===== config.mk =====
export PLATFORM = sky130hd
export DESIGN_NAME = packet_deframer_chained_xor_decoder_unit_flat
export DESIGN_NICKNAME = d
export VERILOG_FILES = /design/src/sv/pdx_pkg.sv /design/src/sv/pdx_if.sv /design/src/sv/pdx_step.sv /design/src/sv/packet_deframer_chained_xor_decoder_unit.sv /design/src/flat_wrapper.sv
export SDC_FILE = /design/constraint.sdc
export NUM_CORES = 1
export LEC_CHECK = 0
export BUFFER_PORTS_ARGS = -buffer_cell sky130_fd_sc_hd__buf_4
export CAP_MARGIN = 40
export CORE_ASPECT_RATIO = 1.2
export CORE_MARGIN = 2
export CORE_UTILIZATION = 60
export CTS_BUF_LIST = sky130_fd_sc_hd__clkbuf_8 sky130_fd_sc_hd__clkbuf_16
export DETAILED_ROUTE_END_ITERATION = 10
export PLACE_DENSITY_LB_ADDON = 0.08
export SETUP_SLACK_MARGIN = 0.05
export SKIP_CTS_REPAIR_TIMING = 1
export SKIP_LAST_GASP = 1
export SLEW_MARGIN = 20
export SYNTH_ARGS = -nofsm -noshare
export SYNTH_HDL_FRONTEND = slang
export SYNTH_SLANG_ARGS = --single-unit
export TNS_END_PERCENT = 10

===== constraint.sdc =====
create_clock -name clk -period 10.1 [get_ports clk]
set_clock_uncertainty 0.1 [all_clocks]
set_input_delay 2.02 -clock clk [delete_from_list [all_inputs] [get_ports clk]]
set_output_delay 2.02 -clock clk [all_outputs]
set_load 0.01 [all_outputs]

===== src/sv/pdx_pkg.sv =====
// ----------------------------------------------------------------------------
// pdx_pkg: shared types and constants of the chained XOR deframer
// Frame phases, status codes, register indexes and the state/result records.
// ----------------------------------------------------------------------------
package pdx_pkg;

  localparam int unsigned BYTE_W    = 8;
  localparam int unsigned LEN_W     = 16;
  localparam int unsigned CFG_IDX_W = 1;
  localparam int unsigned CFG_DATA_W = 8;

  typedef enum logic [CFG_IDX_W-1:0] {
    CFG_FIXED_KEY  = 1'b0,
    CFG_FRAME_CODE = 1'b1
  } cfg_idx_t;

  typedef enum logic [2:0] {
    PH_CODE    = 3'd0,
    PH_LEN_LO  = 3'd1,
    PH_LEN_HI  = 3'd2,
    PH_KEY     = 3'd3,
    PH_SUM     = 3'd4,
    PH_PAYLOAD = 3'd5
  } phase_t;

  typedef enum logic [1:0] {
    ST_BUSY = 2'd0,
    ST_GOOD = 2'd1,
    ST_BAD  = 2'd2,
    ST_CODE = 2'd3
  } status_t;

  typedef struct packed {
    phase_t            phase;
    logic [LEN_W-1:0]  remaining;
    logic [BYTE_W-1:0] random_key;
    logic [BYTE_W-1:0] prev_cipher;
    logic [BYTE_W-1:0] prev_stage_one;
    logic [BYTE_W-1:0] position;
    logic [BYTE_W-1:0] running_sum;
    logic [BYTE_W-1:0] expected_sum;
    logic              halted;
  } dec_state_t;

  typedef struct packed {
    logic [BYTE_W-1:0] data_out;
    logic              data_valid;
    logic              frame_last;
    status_t           status;
  } dec_result_t;

  typedef struct packed {
    logic [BYTE_W-1:0] fixed_key;
    logic [BYTE_W-1:0] frame_code;
  } dec_cfg_t;

  localparam dec_state_t STATE_RESET = '{
    phase:          PH_CODE,
    remaining:      '0,
    random_key:     '0,
    prev_cipher:    '0,
    prev_stage_one: '0,
    position:       BYTE_W'(1),
    running_sum:    '0,
    expected_sum:   '0,
    halted:         1'b0
  };

endpackage


===== src/sv/pdx_if.sv =====
// ----------------------------------------------------------------------------
// pdx_if: stream channels of the chained XOR deframer
// Byte input channel and decoded result channel, valid/ready handshake.
// ----------------------------------------------------------------------------
interface pdx_in_if;
  logic                          valid;
  logic                          ready;
  logic [pdx_pkg::BYTE_W-1:0]    byte_in;

  modport source (output valid, output byte_in, input ready);
  modport sink   (input valid, input byte_in, output ready);
endinterface

interface pdx_out_if;
  logic                          valid;
  logic                          ready;
  logic [pdx_pkg::BYTE_W-1:0]    data_out;
  logic                          data_valid;
  logic                          frame_last;
  logic [1:0]                    status;

  modport source (output valid, output data_out, output data_valid,
                  output frame_last, output status, input ready);
  modport sink   (input valid, input data_out, input data_valid,
                  input frame_last, input status, output ready);
endinterface


===== src/sv/pdx_step.sv =====
// ----------------------------------------------------------------------------
// pdx_step: per-byte deframe and decode logic
// Computes the next frame state and the optional result for one byte.
// ----------------------------------------------------------------------------
module pdx_step (
  input  pdx_pkg::dec_state_t            cur,
  input  pdx_pkg::dec_cfg_t              cfg,
  input  logic [pdx_pkg::BYTE_W-1:0]     byte_in,
  output pdx_pkg::dec_state_t            nxt,
  output pdx_pkg::dec_result_t           res,
  output logic                           emit
);

  logic [pdx_pkg::BYTE_W-1:0] stage_one;
  logic [pdx_pkg::BYTE_W-1:0] plain;
  logic [pdx_pkg::BYTE_W-1:0] sum_nxt;
  logic [pdx_pkg::LEN_W-1:0]  rem_dec;

  assign stage_one = byte_in ^ (cur.prev_cipher + cfg.fixed_key + cur.position);
  assign plain     = stage_one ^ (cur.prev_stage_one + cur.random_key + cur.position);
  assign sum_nxt   = cur.running_sum + plain;
  assign rem_dec   = cur.remaining - pdx_pkg::LEN_W'(1);

  always_comb begin
    nxt  = cur;
    res  = '{data_out: '0, data_valid: 1'b0, frame_last: 1'b0,
             status: pdx_pkg::ST_BUSY};
    emit = 1'b0;
    if (!cur.halted) begin
      unique case (cur.phase)
        pdx_pkg::PH_CODE: begin
          if (byte_in != cfg.frame_code) begin
            nxt.halted     = 1'b1;
            emit           = 1'b1;
            res.frame_last = 1'b1;
            res.status     = pdx_pkg::ST_CODE;
          end else begin
            nxt.phase = pdx_pkg::PH_LEN_LO;
          end
        end
        pdx_pkg::PH_LEN_LO: begin
          nxt.remaining = {{(pdx_pkg::LEN_W-pdx_pkg::BYTE_W){1'b0}}, byte_in};
          nxt.phase     = pdx_pkg::PH_LEN_HI;
        end
        pdx_pkg::PH_LEN_HI: begin
          nxt.remaining = {byte_in, cur.remaining[pdx_pkg::BYTE_W-1:0]};
          nxt.phase     = pdx_pkg::PH_KEY;
        end
        pdx_pkg::PH_KEY: begin
          nxt.random_key     = byte_in;
          nxt.prev_cipher    = '0;
          nxt.prev_stage_one = '0;
          nxt.position       = pdx_pkg::BYTE_W'(1);
          nxt.running_sum    = '0;
          nxt.phase          = pdx_pkg::PH_SUM;
        end
        pdx_pkg::PH_SUM: begin
          nxt.expected_sum   = plain;
          nxt.prev_cipher    = byte_in;
          nxt.prev_stage_one = stage_one;
          nxt.position       = cur.position + pdx_pkg::BYTE_W'(1);
          if (cur.remaining != '0) begin
            nxt.phase = pdx_pkg::PH_PAYLOAD;
          end else begin
            nxt.phase      = pdx_pkg::PH_CODE;
            emit           = 1'b1;
            res.frame_last = 1'b1;
            if (plain == '0) begin
              res.status = pdx_pkg::ST_GOOD;
            end else begin
              res.status = pdx_pkg::ST_BAD;
              nxt.halted = 1'b1;
            end
          end
        end
        pdx_pkg::PH_PAYLOAD: begin
          nxt.prev_cipher    = byte_in;
          nxt.prev_stage_one = stage_one;
          nxt.position       = cur.position + pdx_pkg::BYTE_W'(1);
          nxt.running_sum    = sum_nxt;
          nxt.remaining      = rem_dec;
          emit               = 1'b1;
          res.data_out       = plain;
          res.data_valid     = 1'b1;
          if (rem_dec == '0) begin
            nxt.phase      = pdx_pkg::PH_CODE;
            res.frame_last = 1'b1;
            if (sum_nxt == cur.expected_sum) begin
              res.status = pdx_pkg::ST_GOOD;
            end else begin
              res.status = pdx_pkg::ST_BAD;
              nxt.halted = 1'b1;
            end
          end
        end
        default: begin
          nxt.phase = pdx_pkg::PH_CODE;
        end
      endcase
    end
  end

endmodule


===== src/sv/packet_deframer_chained_xor_decoder_unit.sv =====
// ----------------------------------------------------------------------------
// packet_deframer_chained_xor_decoder_unit: chained XOR frame decoder
// Output: a result is registered, shown in the cycle after its byte transaction.
// Throughput: one byte per cycle unless the output stalls; the frame state and
//   an emitted result are registered in the same cycle the byte is taken.
// Reset: synchronous active-low rst_n clears keys, frame state and halt flag.
// ----------------------------------------------------------------------------
module packet_deframer_chained_xor_decoder_unit (
  input  logic                              clk,
  input  logic                              rst_n,
  pdx_in_if.sink                            in_ch,
  pdx_out_if.source                         out_ch,
  input  logic                              cfg_we,
  input  logic [pdx_pkg::CFG_IDX_W-1:0]     cfg_index,
  input  logic [pdx_pkg::CFG_DATA_W-1:0]    cfg_data
);

  pdx_pkg::dec_cfg_t    cfg_r;
  pdx_pkg::dec_state_t  state_r;
  pdx_pkg::dec_state_t  state_nxt;
  pdx_pkg::dec_result_t res_nxt;
  pdx_pkg::dec_result_t res_r;
  logic                 emit;
  logic                 out_valid_r;
  logic                 in_acc;

  assign in_ch.ready = !out_valid_r || out_ch.ready;
  assign in_acc      = in_ch.valid && in_ch.ready;

  pdx_step u_step (
    .cur     (state_r),
    .cfg     (cfg_r),
    .byte_in (in_ch.byte_in),
    .nxt     (state_nxt),
    .res     (res_nxt),
    .emit    (emit)
  );

  always_ff @(posedge clk) begin
    if (!rst_n) begin
      cfg_r <= '0;
    end else if (cfg_we) begin
      unique case (pdx_pkg::cfg_idx_t'(cfg_index))
        pdx_pkg::CFG_FIXED_KEY:  cfg_r.fixed_key  <= cfg_data;
        pdx_pkg::CFG_FRAME_CODE: cfg_r.frame_code <= cfg_data;
        default: ;
      endcase
    end
  end

  always_ff @(posedge clk) begin
    if (!rst_n) begin
      state_r     <= pdx_pkg::STATE_RESET;
      out_valid_r <= 1'b0;
    end else begin
      if (in_acc) begin
        state_r <= state_nxt;
      end
      if (in_acc && emit) begin
        out_valid_r <= 1'b1;
      end else if (out_ch.ready) begin
        out_valid_r <= 1'b0;
      end
    end
  end

  always_ff @(posedge clk) begin
    if (in_acc && emit) begin
      res_r <= res_nxt;
    end
  end

  assign out_ch.valid      = out_valid_r;
  assign out_ch.data_out   = res_r.data_out;
  assign out_ch.data_valid = res_r.data_valid;
  assign out_ch.frame_last = res_r.frame_last;
  assign out_ch.status     = res_r.status;

`ifndef NO_ASSERTIONS
  a_halt_sticky: assert property (@(posedge clk) disable iff (!rst_n)
    state_r.halted |=> state_r.halted)
    else $error("halt flag cleared without reset");

  a_payload_nonempty: assert property (@(posedge clk) disable iff (!rst_n)
    (state_r.phase == pdx_pkg::PH_PAYLOAD) |-> (state_r.remaining != '0))
    else $error("payload phase with no bytes remaining");

  a_idle_data_zero: assert property (@(posedge clk) disable iff (!rst_n)
    (out_valid_r && !res_r.data_valid) |-> (res_r.data_out == '0 && res_r.frame_last))
    else $error("non-data result must be a zero frame end");

  a_busy_not_last: assert property (@(posedge clk) disable iff (!rst_n)
    (out_valid_r && !res_r.frame_last) |-> (res_r.status == pdx_pkg::ST_BUSY))
    else $error("mid-frame result carries final status");

  a_halt_no_emit: assert property (@(posedge clk) disable iff (!rst_n)
    (in_acc && state_r.halted) |=> (state_r == $past(state_r)))
    else $error("halted block changed frame state");
`endif

endmodule

===== src/flat_wrapper.sv =====
// flat-port wrapper written by rule: the top's interface ports become plain ports
module packet_deframer_chained_xor_decoder_unit_flat 
  (clk, rst_n, cfg_we, cfg_index, cfg_data, in_ch_valid, in_ch_byte_in, in_ch_ready, out_ch_valid, out_ch_data_out, out_ch_data_valid, out_ch_frame_last, out_ch_status, out_ch_ready);
  pdx_in_if in_ch_i ();
  pdx_out_if out_ch_i ();
  input  logic clk;
  input  logic rst_n;
  input  logic cfg_we;
  input  logic [pdx_pkg::CFG_IDX_W-1:0] cfg_index;
  input  logic [pdx_pkg::CFG_DATA_W-1:0] cfg_data;
  input wire logic [$bits(in_ch_i.valid)-1:0] in_ch_valid;
  input wire logic [$bits(in_ch_i.byte_in)-1:0] in_ch_byte_in;
  output wire logic [$bits(in_ch_i.ready)-1:0] in_ch_ready;
  output wire logic [$bits(out_ch_i.valid)-1:0] out_ch_valid;
  output wire logic [$bits(out_ch_i.data_out)-1:0] out_ch_data_out;
  output wire logic [$bits(out_ch_i.data_valid)-1:0] out_ch_data_valid;
  output wire logic [$bits(out_ch_i.frame_last)-1:0] out_ch_frame_last;
  output wire logic [$bits(out_ch_i.status)-1:0] out_ch_status;
  input wire logic [$bits(out_ch_i.ready)-1:0] out_ch_ready;
  assign in_ch_i.valid = in_ch_valid;
  assign in_ch_i.byte_in = in_ch_byte_in;
  assign in_ch_ready = in_ch_i.ready;
  assign out_ch_valid = out_ch_i.valid;
  assign out_ch_data_out = out_ch_i.data_out;
  assign out_ch_data_valid = out_ch_i.data_valid;
  assign out_ch_frame_last = out_ch_i.frame_last;
  assign out_ch_status = out_ch_i.status;
  assign out_ch_i.ready = out_ch_ready;
  packet_deframer_chained_xor_decoder_unit u_core (.clk(clk), .rst_n(rst_n), .in_ch(in_ch_i), .out_ch(out_ch_i), .cfg_we(cfg_we), .cfg_index(cfg_index), .cfg_data(cfg_data));
endmodule

# Word level (Yosys, flattened, before mapping)
# Cells that the tools add are included.
# W data, S select, Z words.
[word_totals] register_bits=97 latch_bits=0 mem_bits_rw=0 romBits=0 in_bits=22 out_inout_bits=14 elab_cells=89 n_memories=0
[classes] addsub=7 mul=0 n_div=0 magnitude_cmp=0 eq_ne=9 shift=0 muxes=26 bitwise=6 n_reduce_logical=24
[op_table] cell="$pmux W16 S3" n=1
[op_table] cell="$pmux W24 S2" n=1
[op_table] cell="$add A8 B8 Y8" n=5
[op_table] cell="$mux W3" n=6
[op_table] cell="$pmux W3 S6" n=1
[op_table] cell="$logic_not A16 Y1" n=1
[op_table] cell="$pmux W8 S2" n=1
[op_table] cell="$reduce_bool A16 Y1" n=1
[op_table] cell="$sub A16 B1 Y16 const B" n=1
[op_table] cell="$xor A8 B8 Y8" n=2
[op_table] cell="$reduce_and A3 Y1" n=5
[op_table] cell="$mux W1" n=11
[op_table] cell="$pmux W3 S3" n=1
[op_table] cell="$add A8 B1 Y8 const B" n=1
[op_table] cell="$eq A8 B8 Y1" n=1
[op_table] cell="$logic_not A8 Y1" n=1
[op_table] cell="$ne A8 B8 Y1" n=1
[op_table] cell="$reduce_and A4 Y1" n=2
[op_table] cell="$reduce_bool A2 Y1" n=4
[op_table] cell="$eq A3 B2 Y1 const B" n=2
[op_table] cell="$eq A3 B3 Y1 const B" n=2
[op_table] cell="$pmux W1 S3" n=2
[op_table] cell="$mux W2" n=2
[op_table] cell="$ne A2 B2 Y1 const B" n=2
[op_table] cell="9 further kinds" n=15

# Longest topological paths before layout
[depth] depth_word=10 ltp_mapped=18 mapped_depth_nobuf=18

# Hierarchy
# A second synthesis with hierarchy kept.
[unflattened] cells_unflattened=891 hier_area_um2=7076.8
[modules_own_cells] mod="packet_deframer_chained_xor_decoder_unit" instances=1 cells_each=386 area_per_inst_um2=3708.6 seq_area_each_um2=2062.0
[modules_own_cells] mod="pdx_step" instances=1 cells_each=505 area_per_inst_um2=3368.2 seq_area_each_um2=0.0

# Worst setup path after synthesis
# OpenSTA, ideal clock, no wires.
[synth_timing] path_type="input -> register" from="input port in_ch_byte_in[6]" to="register u_core.res_r, in the netlist u_core.out_ch.status[1] (data pin)" setup_ps=261 t_arrival_ps=4408 t_required_ps=9739 setup_slack_ps=5332 path_stages=14 path_buffers=1 cell_sequence="buf_2 xor2_1 nor3_1 o21a_1 a311oi_1 xnor2_1 inv_1 ha_1 xor2_1 o2111ai_1 a211oi_1 nand4_1 o21ai_0 a21oi_1"
[synth_via] elab_chain_len=7 elab_cells_between_ends=12 classes_between="add/sub: 1; eq/ne: 2; mux: 6; bitwise: 2; reduce/logical: 1"
[synth_lines] item="from (decl)" line_no="flat_wrapper.sv:12" rtl="input wire logic [$bits(in_ch_i.byte_in)-1:0] in_ch_byte_in;"
[synth_lines] item="$xor A8 B8 Y8 (*)" line_no="pdx_step.sv:19" rtl="assign stage_one = byte_in ^ (cur.prev_cipher + cfg.fixed_key + cur.position);"
[synth_lines] item="$xor A8 B8 Y8 (*)" line_no="pdx_step.sv:20" rtl="assign plain = stage_one ^ (cur.prev_stage_one + cur.random_key + cur.position);"
[synth_lines] item="named net u_core.u_step.plain (one bit)" line_no="pdx_step.sv:15" rtl="logic [pdx_pkg::BYTE_W-1:0] plain;"
[synth_lines] item="$add A8 B8 Y8" line_no="pdx_step.sv:21" rtl="assign sum_nxt = cur.running_sum + plain;"
[synth_lines] item="$eq A8 B8 Y1" line_no="pdx_step.sv:88" rtl="if (sum_nxt == cur.expected_sum) begin"
[synth_lines] item="$mux W2" line_no="pdx_step.sv:88"
[synth_lines] item="$mux W3" line_no="pdx_step.sv:85" rtl="if (rem_dec == '0) begin"
[synth_lines] item="$pmux W3 S3 (*)" line_no="pdx_step.sv:30" rtl="unique case (cur.phase)"
[synth_lines] item="to (signal assigned)" line_no="packet_deframer_chained_xor_decoder_unit.sv:69" rtl="res_r <= res_nxt;"
[synth_lines] item="to (decl)" line_no="packet_deframer_chained_xor_decoder_unit.sv:22" rtl="pdx_pkg::dec_result_t res_r;"
# Mark *: on every way through the listed nets, which the timed path passes. The rest lies on a longest branch.
# A chain may end at the register's enable or synchronous reset.

# Worst setup path in the final report
# Same ends and word-level chain as after synthesis.

==> flow_metrics.env <==
export IMPL_hold_viol=0
export IMPL_grt_antenna_before_repair=0
export IMPL_cts_tree="built"
export IMPL_synthCells=677
export IMPL_drtPass1Iterations=4
export IMPL_die_h_um=113
export IMPL_arrival_ns=4.93
export IMPL_path_class="in -> reg"
export IMPL_totalPowerFinal_uw=790
export IMPL_ir_drop_uv=77.3
export IMPL_seqPwrFrac_pct=50.9
export IMPL_diodes=0
export IMPL_setup_viol=0
export IMPL_gp_congestion=0.879
export IMPL_wl_met3_um=576
export IMPL_clk_pin_slew_ns=0.06
export IMPL_drv_slew=0
export IMPL_insertion_delay_ns=0.35
export IMPL_synth_warning_count=0
export IMPL_ant_nets=0
export IMPL_cts_root_buf="clkbuf_16"
export IMPL_utilization_pct=67.8
export IMPL_final_nets=746
export IMPL_synth_cell_types=65
export IMPL_core_area_mm2=0.00961
export IMPL_grt_max_degree=82
export IMPL_rsz0062_at_grt="no"
export IMPL_required_ns=10.09
export IMPL_initial_core_util_pct=62.2
export IMPL_hp_class="reg -> reg"
export IMPL_outcome="completed"
export IMPL_routed_wl_mm=13.9
export IMPL_max_cap_violations=0
export IMPL_vias=4813
export IMPL_numCtsBuffers=9
export IMPL_clockBufferDepth=2
export IMPL_fmax_mhz=203
export IMPL_synth_top_area_share_pct=28.4
export IMPL_drt_iter0_markers=247
export IMPL_async_reset_ff_share_pct=0
export IMPL_ioPinCount=36
export IMPL_die_area_mm2=0.0108
export IMPL_worst_pin_slew_ns=0.812
export IMPL_overflow=0
export IMPL_end_kind="register"
export IMPL_critPathLaunchType="input pin"
export IMPL_syn_nets=738
export IMPL_clock_sinks=97
export IMPL_met2_length_mm=7.04
export IMPL_synth_area_leaders="dfxtp_1 (28%), edfxtp_1 (6.0%), xnor2_1 (5.7%)"
export IMPL_viasPerCell=5.93
export IMPL_p_leak_nw=2.67
export IMPL_dp_hpwl_mm=10.1
export IMPL_synth_largest_area_cell="dfxtp_1"
export IMPL_internal_power_uw=598
export IMPL_grt_pass1_wl_mm=23.2
export IMPL_grt_total_usage_pct=27.5
export IMPL_finalCritPeriodShare_pct=48.9
export IMPL_synth_avg_cell_area_um2=8.84
export IMPL_synth_area_mm2=0.00598
export IMPL_wl_per_cell_um=17.2
export IMPL_wl_met1_mm=5.90
export IMPL_grt_pass1_vias=4834
export IMPL_power_frac_clock_pct=38.2
export IMPL_htreeDepth=3
export IMPL_synth_ff_type="dfxtp_1"
export IMPL_maxSlewHeadroom_pct=45.8
export IMPL_fin_crit_ns=4.93
export IMPL_drc_errors=0
export IMPL_port_buffers=35
export IMPL_synth_seq_cells=97
export IMPL_routed_top_layer="met4"
export IMPL_drive_above_1_share_pct=8.71
export IMPL_power_density_mw_per_mm2=121
export IMPL_swShare_pct=24.3
export IMPL_setup_tns_ns=0
export IMPL_num_rows=39
export IMPL_fp_dieW_um=95.2
export IMPL_p_switching_uw=192
export IMPL_pwr_share_comb_pct=10.9
export IMPL_synth_edff_count=12
export IMPL_path_max_fanout=6
export IMPL_setup_ws_ns=5.17
export IMPL_pre_cts_ws_ns=4.84
export IMPL_ys_seq_area_share_pct=34.5
export IMPL_area_delta_synth_final_pct=8.91
-- cell type report --
type	instances	area, um^2
inverters	31	116
multi-input cells	508	3640
well taps	123	154
flip-flops and latches	97	2060
fillers	793	3100
clock inverters	6	23.8
clock buffers	9	225
repair buffers	38	297
-- sequential cells by signal, summed over array words and instances, names as in the netlist --
name and count:
u_core.out_ch.data_out 8, u_core.cfg_r 16, u_core.out_ch.valid 1, u_core.out_ch.status 2, u_core.out_ch.frame_last 1, u_core.state_r 68, u_core.out_ch.data_valid 1
-- per-stage QoR --
| stage | instances | instance area [um^2] | hold WS [ns] |
|---|---|---|---|
| final | 812 | 6520 | 0.368 |
| after detailed placement | 795 | 6240 | 0.362 |
| after global routing | 812 | 6520 | 0.403 |
| after global placement | 794 | 6230 | 0.355 |
| after CTS | 810 | 6490 | 0.371 |
| after floorplan | 677 | 5980 | 0.343 |
-- Yosys cell counts (7+ instances only) --
cell type,instances
xnor2_1,39
xor2_1,20
fa_1,17
and2_1,23
inv_1,29
o211a_1,7
a21boi_1,12
nor2_1,37
dfxtp_1,85
o21ai_0,27
a21boi_0,16
and3_1,7
o21ai_1,7
o211ai_1,7
ha_1,22
a22oi_1,15
nand3_1,33
clkbuf_1,34
mux2i_1,13
nand2_1,69
a21oi_1,20
nor2b_1,39
edfxtp_1,12
-- cell usage in the layout, fill, tap and decap left out, drive strengths merged, types with 3 or more instances in the layout --
| master | count |
|---|---|
| dfxtp | 85 |
| nor4 | 6 |
| xnor2 | 41 |
| a21boi | 28 |
| a22oi | 15 |
| or3 | 3 |
| nor3b | 4 |
| o21ai | 34 |
| nor2b | 39 |
| xor2 | 20 |
| inv | 36 |
| nand2b | 5 |
| edfxtp | 12 |
| nor2 | 37 |
| o2111ai | 4 |
| buf | 38 |
| a21oi | 20 |
| nand2 | 69 |
| a21o | 3 |
| o211a | 7 |
| o21a | 6 |
| mux2i | 13 |
| o31ai | 6 |
| a221oi | 4 |
| or2 | 3 |
| and3 | 7 |
| clkbuf | 9 |
| o211ai | 7 |
| nand4 | 3 |
| fa | 17 |
| nand3 | 33 |
| ha | 22 |
| nor3 | 6 |
| and2 | 24 |
-- path summary, 6_finish.rpt --
path,from,to,slack [ns],depth (start not counted)
max,in_ch_byte_in[6],u_core.out_ch.status[1],5.17,14
min reg2reg,u_core.state_r[42],u_core.state_r[42],0.37,2
min,u_core.state_r[42],u_core.state_r[42],0.37,2
max reg2reg,u_core.state_r[19],u_core.out_ch.status[1],5.50,15
-- per-layer routing --
metal	global-route usage, %	up-vias
li1	-	2337
met1	33.5	2310
met2	48.0	131
met3	3.17	35
met4	12.5	0
met5	0	-
-- cell families after synthesis --
family          Yosys count  share of synthesized area [%]
compound gates          145                           16.8
xor+xnor                 64                           10.4
fa+ha+maj                39                           10.3
buf+inv                  72                           4.73
flops                    97                           34.5
mux                      13                           2.17
simple gates            247                           21.2
-- critical path, cell delays in order --
cell	delay [ns]
buf_4	0.14
xor2_1	0.27
nor3_1	0.08
o21a_1	0.11
a311oi_1	0.45
xnor2_1	0.25
inv_1	0.08
ha_1	0.34
xor2_1	0.28
o2111ai_1	0.18
a211oi_1	0.27
nand4_1	0.17
o21ai_0	0.18
a21oi_1	0.08
-- power groups by stage --
stage               combinational, mW  clock, mW  sequential, mW
finish                         0.0862      0.301           0.402
global route                   0.0937      0.316           0.403
CTS                            0.0858      0.303           0.402
detailed placement             0.0850          0           0.411
global placement               0.0829          0           0.411
floorplan                      0.0572          0           0.412
(Power assumes the default switching activity.)
